File: src/chw_pkg.sv
// chw_pkg: widths, operation and register codes, and transfer types for the
// coefficient histogram window. No dependencies; imported by every module.
package chw_pkg;

    localparam int COEF_BITS    = 12;
    localparam int COUNT_BITS   = 32;
    localparam int BIN_DEPTH    = 1 << COEF_BITS;
    localparam int CFG_IDX_BITS = 2;

    // operation codes
    localparam logic [1:0] OP_ADD   = 2'd0;
    localparam logic [1:0] OP_READ  = 2'd1;
    localparam logic [1:0] OP_CLEAR = 2'd2;

    // register indexes
    localparam logic [CFG_IDX_BITS-1:0] REG_LOWER = CFG_IDX_BITS'(0);
    localparam logic [CFG_IDX_BITS-1:0] REG_UPPER = CFG_IDX_BITS'(1);

    // bound reset values: full signed range
    localparam logic signed [COEF_BITS-1:0] LOWER_RESET = {1'b1, {(COEF_BITS-1){1'b0}}};
    localparam logic signed [COEF_BITS-1:0] UPPER_RESET = {1'b0, {(COEF_BITS-1){1'b1}}};

    typedef struct packed {
        logic [1:0]                   operation;
        logic signed [COEF_BITS-1:0]  coefficient;
    } item_t;

    typedef struct packed {
        logic signed [COEF_BITS-1:0]  bin_value;
        logic [COUNT_BITS-1:0]        bin_count;
        logic                         last_bin;
        logic                         window_empty;
    } result_t;

    // request handed from the control stage to the bin store
    typedef struct packed {
        logic                  valid;
        logic                  is_read;
        logic                  empty;
        logic                  last;
        logic [COEF_BITS-1:0]  index;
    } bin_req_t;

endpackage

File: src/chw_ctrl.sv
// chw_ctrl: bound registers, observed extremes and read cursor; decodes each
// accepted item into a bin store request. Depends on chw_pkg.
module chw_ctrl
    import chw_pkg::*;
(
    input  logic                    clk,
    input  logic                    rst_n,
    input  logic                    accept,
    input  item_t                   item,
    input  logic                    cfg_valid,
    input  logic                    cfg_ready,
    input  logic [CFG_IDX_BITS-1:0] cfg_index,
    input  logic [COEF_BITS-1:0]    cfg_data,
    output bin_req_t                req,
    output logic                    clear_start
);

    logic signed [COEF_BITS-1:0] lower_reg, lower_next;
    logic signed [COEF_BITS-1:0] upper_reg, upper_next;
    logic signed [COEF_BITS-1:0] min_reg, min_next;
    logic signed [COEF_BITS-1:0] max_reg, max_next;
    logic signed [COEF_BITS-1:0] cursor_reg, cursor_next;
    logic                        reading_reg, reading_next;

    logic signed [COEF_BITS-1:0] lo;
    logic signed [COEF_BITS-1:0] hi;
    logic signed [COEF_BITS-1:0] cur;
    logic                        empty;
    logic                        last;

    // window: observed range cut to the bounds
    always_comb
    begin
        lo    = (min_reg > lower_reg) ? min_reg : lower_reg;
        hi    = (max_reg < upper_reg) ? max_reg : upper_reg;
        empty = lo > hi;
        cur   = (!reading_reg || cursor_reg < lo || cursor_reg > hi) ? lo : cursor_reg;
        last  = cur == hi;
    end

    // request for the bin store
    always_comb
    begin
        req         = '0;
        clear_start = 1'b0;
        case (item.operation)
            OP_ADD:
            begin
                req.valid = 1'b1;
                req.index = item.coefficient;
            end
            OP_READ:
            begin
                req.valid   = 1'b1;
                req.is_read = 1'b1;
                req.empty   = empty;
                req.last    = empty | last;
                req.index   = empty ? '0 : cur;
            end
            OP_CLEAR:
            begin
                clear_start = accept;
            end
            default:
            begin
                req = '0;
            end
        endcase
    end

    // configuration writes and state update
    always_comb
    begin
        lower_next   = lower_reg;
        upper_next   = upper_reg;
        min_next     = min_reg;
        max_next     = max_reg;
        cursor_next  = cursor_reg;
        reading_next = reading_reg;

        if (cfg_valid && cfg_ready)
        begin
            if (cfg_index == REG_LOWER)
            begin
                lower_next = cfg_data;
            end
            else if (cfg_index == REG_UPPER)
            begin
                upper_next = cfg_data;
            end
        end

        if (accept)
        begin
            case (item.operation)
                OP_ADD:
                begin
                    if (item.coefficient < min_reg)
                    begin
                        min_next = item.coefficient;
                    end
                    if (item.coefficient > max_reg)
                    begin
                        max_next = item.coefficient;
                    end
                    reading_next = 1'b0;
                end
                OP_READ:
                begin
                    if (empty)
                    begin
                        reading_next = 1'b0;
                    end
                    else if (last)
                    begin
                        cursor_next  = cur;
                        reading_next = 1'b0;
                    end
                    else
                    begin
                        cursor_next  = cur + 1'b1;
                        reading_next = 1'b1;
                    end
                end
                OP_CLEAR:
                begin
                    min_next     = '0;
                    max_next     = '0;
                    cursor_next  = '0;
                    reading_next = 1'b0;
                end
                default:
                begin
                    reading_next = reading_reg;
                end
            endcase
        end
    end

    always_ff @(posedge clk or negedge rst_n)
    begin
        if (!rst_n)
        begin
            lower_reg   <= LOWER_RESET;
            upper_reg   <= UPPER_RESET;
            min_reg     <= '0;
            max_reg     <= '0;
            cursor_reg  <= '0;
            reading_reg <= 1'b0;
        end
        else
        begin
            lower_reg   <= lower_next;
            upper_reg   <= upper_next;
            min_reg     <= min_next;
            max_reg     <= max_next;
            cursor_reg  <= cursor_next;
            reading_reg <= reading_next;
        end
    end

endmodule

File: config.mk
export PLATFORM = sky130hd
export DESIGN_NAME = chw_ctrl
export DESIGN_NICKNAME = d
export VERILOG_FILES = /design/src/chw_pkg.sv /design/src/chw_ctrl.sv
export SDC_FILE = /design/constraint.sdc
export NUM_CORES = 1
export LEC_CHECK = 0
export ABC_AREA = 1
export BUFFER_PORTS_ARGS = -buffer_cell sky130_fd_sc_hd__buf_4
export CAP_MARGIN = 20
export CORE_MARGIN = 3
export CORE_UTILIZATION = 30
export CTS_CLUSTER_DIAMETER = 200
export DETAILED_ROUTE_END_ITERATION = 12
export PLACE_DENSITY_LB_ADDON = 0.08
export SLEW_MARGIN = 5
export SYNTH_ARGS = -nofsm -noshare
export SYNTH_HDL_FRONTEND = slang
export SYNTH_SLANG_ARGS = --single-unit
File: constraint.sdc
create_clock -name clk -period 7.1 [get_ports clk]
set_clock_uncertainty 0.05 [all_clocks]
set_input_delay 1.065 -clock clk [delete_from_list [all_inputs] [get_ports clk]]
set_output_delay 1.065 -clock clk [all_outputs]
set_load 0.005 [all_outputs]
==> results of run 1 <==
cells by family (layout without fill, tap and decap cells):
| family | Yosys count | count (layout) | synth area share [%] |
|---|---|---|---|
| AO/OA/AOI/OAI | 155 | 155 | 14.9 |
| flip-flops | 61 | 61 | 26.6 |
| buffers and inverters | 164 | 219 | 11.2 |
| adder cells (fa/ha/maj) | 81 | 81 | 17.5 |
| AND/OR/NAND/NOR | 398 | 398 | 29.8 |
| XOR/XNOR | 1 | 1 | 0.151 |
final cells by class:
| type | count | area [um2] |
|---|---|---|
| fill | 2051 | 12000 |
| multi-input combinational | 635 | 3630 |
| sequential | 61 | 1540 |
| inverter | 141 | 533 |
| timing repair buffer | 62 | 465 |
| tap | 260 | 325 |
| clock buffer | 10 | 239 |
| clock inverter | 6 | 93.8 |
report_power, final:
group	internal [mW]	total [mW]	switching [mW]
combinational	0.591	1.70	1.10
sequential	0.435	0.534	0.0989
clock	0.321	0.514	0.193
total	1.35	2.74	1.40
cell usage in the layout (no fill, tap or decap), types with 2 or more instances in the layout:
cell type and count:
clkbuf_16 9, o21ai_1 4, ha_1 81, o221ai_1 3
inv_2 4, a21oi_1 41, nand2_1 280, a21o_1 3
nand4_1 27, dfrtp_1 49, nand3b_1 2, o211ai_1 2
bufinv_16 2, inv_6 2, nor2_4 2, nor2_1 31
o21ai_0 85, o21ai_2 2, inv_1 136, nand2_2 10
o41ai_1 3, a221oi_1 2, nand3_2 5, clkinvlp_4 2
nor3_1 4, nand3_1 33, buf_4 62, dfstp_2 12
through the flow:
| step | cells | util, % | total power, mW |
|---|---|---|---|
| floorplan | 860 | - | 1.69 |
| global placement | 1158 | 34.3 | 2.23 |
| detailed placement | 1158 | 34.3 | 2.23 |
| CTS | 1174 | 36.1 | 2.75 |
| global route | 1175 | 36.2 | 3.05 |
| finish | 1175 | 36.2 | 2.74 |
repair_timing:
item	4_1_cts	5_1_grt
endpoints found under the setup margin	0	1
hold buffers	0	0
gates resized for setup	0	7
per-layer routing:
| layer | wire, um | up-vias |
|---|---|---|
| li1 | - | 2911 |
| met1 | 9380 | 2484 |
| met2 | 8660 | 91 |
| met3 | 499 | 27 |
| met4 | 467 | 0 |
| met5 | 0 | - |
final timing paths:
check | startpoint | endpoint | cells after the start
min reg2reg | min_reg[0]$_DFFE_PN0P_ | min_reg[0]$_DFFE_PN0P_ | 2
min | min_reg[0]$_DFFE_PN0P_ | min_reg[0]$_DFFE_PN0P_ | 2
max reg2reg | lower_reg[11]$_DFFE_PN1P_ | cursor_reg[6]$_DFFE_PN0P_ | 33
min in group asynchronous | rst_n | cursor_reg[1]$_DFFE_PN0P_ | 1
max in group asynchronous | rst_n | max_reg[8]$_DFFE_PN0P_ | 1
max | lower_reg[11]$_DFFE_PN1P_ | req[12] | 30
critical path, delay by kind of cell (launching register included):
kind            cells  cell delay [ps]
buf+inv             7              940
fa+ha+maj           2              640
compound gates      4              930
flops               1              530
simple gates       17             2110
==> impl_metrics.csv, run 1 <==
group,metric,value,unit
global_routing,grt_first_pass_wirelength,30.9,mm
sta,period_share,92.8,%
drt,avgViaCountPerCell,4.69,
cts,clock_sinks,61,
cts,path_clk_slew,70,ps
pwr,ir_worst_vdd,0.000141,V
cts,cts_setup_buffers,0,
cts,cts_buffer_depth,2,
setup_path,cpMaxStageDelayCell,"dfstp_2",
finish,diodes,0,
drt,drt.antenna.violating_nets,0,
synth,syn_nets,974,
setup_path,worstPathArrival,5470,ps
placement,dp_slack,584,ps
global_routing,grt_util_all_layers,18.5,%
synth,ys_warn_count,0,
sta,period_minus_slack,6590,ps
job,cap_violations,0,
sta,fmaxAchievable,152,MHz
synth,synth.avg_cell_area,6.74,um2
global_routing,grt_util_met1,25.1,%
global_routing,grt_pass1_vias,5607,
synth,synth_most_common_cell,"nand2_1",
sta,finalSetupViolations,0,
placement,gp_congestion,0.830,
hold_path,hold_path_class,"flip-flop to flip-flop",
drt,drtIter0Drc,258,
finish,drive_gt1_share,13.2,%
cts,clk_latency,350,ps
sta,fin_ws,512,ps
finish,syn2layout_area_growth,17.7,%
floorplanning,die_x,145,um
setup_path,reg2reg_slack,1610,ps
setup_path,required,5980,ps
setup_path,start_kind,"flip-flop",
global_routing,top_usage_layer,"met2",
sta,finalMaxSlewViolations,0,
sta,rsz0062_at_grt,"no",
floorplanning,dieHeight,145,um
drt,wirelength,19.0,mm
synth,synth.largest_area_cell,"dfrtp_1",
synth,synthArstFlopShare,100,%
synth,syn_inst,860,
global_routing,grt_max_degree,62,
drt,wire_per_inst,16.2,um
floorplanning,dieArea,0.0210,mm2
placement,dp_hpwl,15.5,mm
global_routing,antenna_found_initial,0,
cts,clockRootBuffer,"clkbuf_16",
placement,port_buffers,49,
cts,cts_tree,"built",
synth,synth_edf_count,0,
synth,synth_top_area_share,21.1,%
sta,tightest_slew,1040,ps
global_routing,use_met3,2.72,%
setup_path,end_kind,"primary output",
setup_path,slowest_delay,530,ps
floorplanning,initial_utilization,30.8,%
status,status,"finished clean",
floorplanning,io_pins,50,
drt,via_count,5513,
setup_path,cp_max_fo,20,
sta,final-hold-violation-count,0,
synth,synth.top_cells.by_count,"280 x nand2_1, 137 x inv_1, 88 x o21ai_0",
synth,ys_ff_latch,61,
synth,ys_top_cells_by_area,"dfrtp_1 21%, nand2_1 18%, ha_1 17%",
floorplanning,core_area,0.0188,mm2
drt,dr.pass1.iters,5,
synth,synthDistinctLibCells,41,
sta,whs,437,ps
setup_path,path_class,"flip-flop to primary output",
setup_path,cpMostUsedCell,"nand2_1",
placement,placed_cell_area,0.00646,mm2
cts,cts_made_buffers,9,
finish,nets,1024,
global_routing,use_met2,30.6,%
sta,max_slew_margin,30.3,%
floorplanning,rows,50,
global_routing,grt-ovfl-total,0,
drt,drc,0,
cts,htreeDepth,3,
synth,netlist_area,0.00580,mm2
pwr,p_leak,3.69,nW
finish,post-route-cell-area,0.00683,mm2
synth,synth-main-ff-cell,"dfrtp_1",
sta,finalSetupTns,0,ps
pwr,powerDensity,402,mW/mm2
synth,seq_area_frac_synth,26.6,%
Power figures use the tool's default switching activity.
==> run 2, diff against run 1 <==
--- a/config.mk
+++ b/config.mk
@@ -5,7 +5,6 @@
 export SDC_FILE = /design/constraint.sdc
 export NUM_CORES = 1
 export LEC_CHECK = 0
-export ABC_AREA = 1
 export BUFFER_PORTS_ARGS = -buffer_cell sky130_fd_sc_hd__buf_4
 export CAP_MARGIN = 20
 export CORE_MARGIN = 3
==> run 2 against run 1 <==
Utilization up 2.5 points. Routed wire length grew 10%. Cell count decreased by 14%. Count of clock-buffer cells in the layout down 1. Global-route usage increased by 0.84 points. Setup slack lost 270 ps. First-iteration DRC count grew 48%. Largest power group unchanged. Highest routed layer unchanged.
==> impl_metrics.csv, run 2 <==
group,metric,value,unit
setup_path,end_kind,"primary output",
finish,stdcell_count,1007,
cts,cts_buffer_depth,2,
pwr,powerDensity,454,mW/mm2
drt,dr.pass1.iters,5,
global_routing,grt_util_all_layers,19.4,%
pwr,total_power,3.35,mW
finish,regArea,0.00154,mm2
synth,ys_top_cells_by_area,"dfrtp_1 21%, ha_1 17%, mux2_2 7.6%",
setup_path,cpMaxStageDelayCell,"dfstp_2",
cts,cts_made_buffers,9,
setup_path,cpMostUsedCell,"a21o_1",
finish,final_cell_mix,"95 x buf_4, 80 x ha_1, 74 x inv_1",
setup_path,worstReg2RegEnd,"cursor_reg[6]$_DFFE_PN0P_",
setup_path,crit_chain,"inv_1, ha_4, and4_4, and2_4, a211o_1, o211ai_1, o221a_2, inv_1, ha_1, a21o_1, a21o_1, a21o_1, a211o_1, nor3_1, a21oi_1, a221oi_4, mux2i_4, clkbuf_16, mux2i_4, xnor2_2, and4_4, nand2_4, a21oi_1, buf_4",
drt,drc,0,
drt,avgViaCountPerCell,5.35,
floorplanning,rows,50,
drt,via_count,5386,
finish,layout_commonest_cell,"buf_4",
global_routing,grt_pass1_vias,5372,
setup_path,cp_max_fo,6,
synth,synth_edf_count,0,
sta,max_slew_margin,43.2,%
finish,multi_input_area,0.00414,mm2
cts,cts-hold-fix-buffers,0,
setup_path,rr_startpoint,"lower_reg[11]$_DFFE_PN1P_",
placement,placed_cell_area,0.00680,mm2
synth,syn_inst,652,
synth,synth-main-ff-cell,"dfrtp_1",
sta,finalMaxSlewViolations,0,
finish,drive_gt1_share,28.4,%
pwr,p_clk_share,14.6,%
status,status,"finished clean",
finish,syn2layout_area_growth,24.9,%
synth,synthDistinctLibCells,75,
pwr,switching_share,46.8,%
sta,period_share,96.6,%
global_routing,grt-ovfl-total,0,
hold_path,min_delay_path_depth,1,
pwr,ir_worst_vdd,0.000178,V
synth,ys_warn_count,0,
synth,synth.avg_cell_area,9.05,um2
placement,gp_congestion,0.860,
setup_path,crit_start,"lower_reg[11]$_DFFE_PN1P_",
synth,synth.largest_area_cell,"dfrtp_1",
pwr,p_seq_share,18.1,%
placement,port_buffers,49,
pwr,p_comb_share,67.3,%
finish,diodes,0,
placement,dp_slack,281,ps
cts,clockRootBuffer,"clkbuf_16",
setup_path,required,5980,ps
placement,place_inst,980,
global_routing,antenna_found_initial,0,
sta,finalSetupViolations,0,
synth,netlist_area,0.00590,mm2
floorplanning,io_pins,50,
floorplanning,dieArea,0.0214,mm2
setup_path,worstPathArrival,5750,ps
sta,period_minus_slack,6860,ps
synth,synth.top_cells.by_count,"81 x ha_1, 75 x inv_1, 49 x dfrtp_1",
floorplanning,initial_utilization,31.0,%
cts,clk_latency,350,ps
synth,syn_nets,766,
hold_path,hold-path-endpoint,"max_reg[5]$_DFFE_PN0P_",
finish,fillCellCount,1981,
pwr,internal_power,1.78,mW
sta,whs,492,ps
setup_path,start_kind,"flip-flop",
synth,ys_ff_latch,61,
synth,synth_top_area_share,20.8,%
job,cap_violations,0,
finish,post-route-cell-area,0.00737,mm2
floorplanning,core_area,0.0190,mm2
pwr,p_leak,3.49,nW
pwr,p_sw,1.57,mW
cts,cts_tree,"built",
sta,tightest_slew,852,ps
hold_path,hold_path_class,"flip-flop to flip-flop",
setup_path,slowest_delay,530,ps
sta,fin_ws,238,ps
global_routing,grt_first_pass_wirelength,31.8,mm
drt,wire_per_inst,20.8,um
hold_path,hold_start,"max_reg[5]$_DFFE_PN0P_",
drt,drtIter0Drc,382,
sta,final-hold-violation-count,0,
finish,post-route-util,38.8,%
synth,synth_most_common_cell,"ha_1",
cts,htreeDepth,3,
setup_path,path_class,"flip-flop to primary output",
setup_path,critPathBufInv,4,
setup_path,reg2reg_depth,23,
cts,clock_sinks,61,
global_routing,grt_max_degree,62,
setup_path,reg2reg_slack,1110,ps
floorplanning,die_x,146,um
cts,path_clk_slew,60,ps
floorplanning,dieHeight,146,um
sta,finalSetupTns,0,ps
setup_path,path_delay_family,"compound AO/OA/AOI/OAI gates",
synth,seq_area_frac_synth,26.1,%
finish,nets,856,
drt,drt.antenna.violating_nets,0,
sta,rsz0062_at_grt,"no",
synth,synthArstFlopShare,100,%
sta,fmaxAchievable,146,MHz
drt,wirelength,21.0,mm
placement,dp_hpwl,16.8,mm
[run 2: cell count changes after synthesis, sizes merged, moves of 8 or more]
cell   delta
and2     +15
xor2      +8
o21ai    -47
a21oi    -23
nand4    -12
nor3     +14
mux2i    +27
mux2     +40
inv      -66
nand3    -15
a21o     +10
nand2   -243
o21a     +13
[run 2: worst max-delay path by stage]
stage | endpoint | slack (ps) | depth (start not counted)
CTS | req[12] | 6 | 23
detailed placement | req[12] | 280 | 24
floorplan | req[12] | 420 | 26
finish | req[12] | 240 | 24
global placement | req[12] | 370 | 24
global route | req[12] | 10 | 26
[run 2: power groups by stage]
stage | sequential (mW) | combinational [mW] | clock (mW)
after floorplan | 0.528 | 1.36 | 0
after global placement | 0.608 | 2.02 | 0
after detailed placement | 0.607 | 2.05 | 0
after CTS | 0.602 | 2.08 | 0.498
after global routing | 0.614 | 2.47 | 0.517
final | 0.605 | 2.25 | 0.489
[run 2: cell families after synthesis]
family                     after synthesis  share of synthesized area, %
AOI/OAI and AO/OA                      150                          18.4
DFF                                     61                          26.1
and+or+nand+nor                        184                          16.4
adders and majority gates               82                          17.4
muxes                                   67                          13.0
buffers and inverters                   93                          6.49
xor gates and xnor gates                15                          2.23
[run 2: timing repair]
action,CTS,global route
pin swaps,1,6
buffers inserted,2,7
gates resized for setup,2,26
setup endpoints to repair,1,1
cloned,0,1
[run 2: cell type report]
| class | count | share of cell area (%) |
|---|---|---|
| clock inverter | 7 | 1.36 |
| clock buffer | 9 | 3.05 |
| inverter | 75 | 3.82 |
| multi-input combinational | 498 | 56.2 |
| sequential | 61 | 20.9 |
| timing repair buffer | 97 | 10.3 |
| tap | 260 | 4.41 |
[run 2: per-layer routing]
layer	track usage, %	wire, um
met2	32.9	10500
met4	5.93	482
met1	25.4	9210
met3	2.86	772
met5	0	0
==> run 3, diff against run 2 <==
--- a/config.mk
+++ b/config.mk
@@ -8,7 +8,7 @@
 export BUFFER_PORTS_ARGS = -buffer_cell sky130_fd_sc_hd__buf_4
 export CAP_MARGIN = 20
 export CORE_MARGIN = 3
-export CORE_UTILIZATION = 30
+export CORE_UTILIZATION = 62
 export CTS_CLUSTER_DIAMETER = 200
 export DETAILED_ROUTE_END_ITERATION = 12
 export PLACE_DENSITY_LB_ADDON = 0.08
==> run 3 against run 2 <==
Sequential share of layout area grew 0.94 points. Critical endpoint unchanged. Flip-flop and latch count is the same. Cell area fell by 4.3%. Critical path type unchanged. Count of clock-buffer cells in the layout up 1. Largest power group unchanged.
==> impl_metrics.csv, run 3 (synthesis gave the netlist of run 2 again) <==
group,metric,value,unit
job,cap_violations,0,
floorplanning,initial_utilization,65.8,%
global_routing,grt_first_pass_wirelength,31.4,mm
global_routing,grt_util_all_layers,37.5,%
floorplanning,core_area,0.00898,mm2
setup_path,path_class,"flip-flop to primary output",
setup_path,worstPathArrival,5840,ps
finish,multi_input_area,0.00414,mm2
sta,fin_ws,147,ps
cts,clock_sinks,61,
cts,cts_made_buffers,9,
finish,fillCellCount,600,
drt,wirelength,20.6,mm
sta,period_minus_slack,6950,ps
setup_path,end_kind,"primary output",
cts,clockRootBuffer,"clkbuf_8",
floorplanning,die_x,104,um
drt,via_count,5851,
global_routing,grt-ovfl-total,0,
floorplanning,io_pins,50,
cts,cts_tree,"built",
global_routing,grt_pass1_vias,5499,
placement,dp_slack,188,ps
finish,post-route-util,78.6,%
finish,nets,853,
cts,cts-hold-fix-buffers,0,
drt,wire_per_inst,23.7,um
floorplanning,dieArea,0.0107,mm2
placement,port_buffers,49,
floorplanning,rows,34,
sta,whs,532,ps
sta,max_slew_margin,44.5,%
global_routing,antenna_found_initial,0,
setup_path,required,5980,ps
drt,drc,0,
placement,gp_congestion,1.04,
finish,syn2layout_area_growth,19.5,%
cts,cts_buffer_depth,2,
setup_path,start_kind,"flip-flop",
finish,drive_gt1_share,28.4,%
drt,avgViaCountPerCell,6.73,
drt,drt.antenna.violating_nets,0,
cts,clk_latency,350,ps
pwr,ir_worst_vdd,0.000338,V
drt,drtIter0Drc,605,
hold_path,hold_path_class,"flip-flop to flip-flop",
finish,post-route-cell-area,0.00705,mm2
cts,htreeDepth,3,
placement,dp_hpwl,15.7,mm
setup_path,cp_max_fo,6,
finish,layout_commonest_cell,"buf_4",
finish,regArea,0.00154,mm2
pwr,powerDensity,453,mW/mm2
cts,path_clk_slew,80,ps
floorplanning,dieHeight,104,um
sta,finalMaxSlewViolations,0,
finish,stdcell_count,870,
placement,place_inst,843,
sta,period_share,97.9,%
finish,diodes,0,
drt,dr.pass1.iters,5,
sta,finalSetupViolations,0,
sta,finalSetupTns,0,ps
pwr,total_power,3.19,mW
global_routing,grt_max_degree,62,
sta,tightest_slew,809,ps
status,status,"finished clean",
finish,final_cell_mix,"91 x buf_4, 80 x ha_1, 74 x inv_1",
pwr,p_leak,3.42,nW
sta,fmaxAchievable,144,MHz
placement,placed_cell_area,0.00660,mm2
sta,final-hold-violation-count,0,
## run 3: critical path, stage by stage, from the launching register on
cell      delay, ps
dfrtp_1         490
ha_1            370
and4_4          220
and2_4          160
a211o_1         310
o211ai_1        270
o221a_2         250
inv_1            40
ha_1            280
a21o_1          190
a21o_1          180
a21o_1          200
a211o_1         300
a31oi_1         190
a21oi_2          70
a221oi_4        310
mux2i_4         370
buf_6           170
mux2i_4         270
xnor2_1         180
and4_4          280
nand2_4          80
a21oi_1         160
buf_4           130
## run 3: path summary, 6_finish.rpt
kind | slack [ps] | end | depth (start not counted) | from
worst max-delay path | 150 | req[12] | 23 | min_reg[10]$_DFFE_PN0P_
worst min-delay path | 530 | max_reg[5]$_DFFE_PN0P_ | 1 | max_reg[5]$_DFFE_PN0P_
worst max register to register | 930 | cursor_reg[3]$_DFFE_PN0P_ | 23 | min_reg[10]$_DFFE_PN0P_
worst min register to register | 530 | max_reg[5]$_DFFE_PN0P_ | 1 | max_reg[5]$_DFFE_PN0P_
max in group asynchronous | 5690 | lower_reg[5]$_DFFE_PN0P_ | 1 | rst_n
min in group asynchronous | 720 | cursor_reg[1]$_DFFE_PN0P_ | 1 | rst_n
## run 3: cell type report
class                      count  share of cell area, %
timing repair buffer          94                   10.2
sequential                    61                   21.9
inverter                      75                   3.99
clock inverter                 6                   1.24
multi-input combinational    498                   58.7
tap                          126                   2.23
clock buffer                  10                   1.81
## run 3: where the power goes
group | leakage (nW) | internal, mW | switching [mW]
combinational | 2.57 | 0.988 | 1.24
clock | 0.110 | 0.198 | 0.160
sequential | 0.739 | 0.451 | 0.152
total | 3.42 | 1.64 | 1.56
## run 3: routing by layer
layer | routed length [um] | global-route usage (%)
met1 | 7970 | 51.3
met2 | 9110 | 57.2
met3 | 2250 | 6.59
met4 | 1240 | 18.7
met5 | 0 | 0
## run 3: timing repair
action / 4_1_cts / 5_1_grt
resized for setup: 7 / 28
buffers inserted: 3 / 7
pin swaps: 1 / 6
endpoints found under the setup margin: 1 / 4
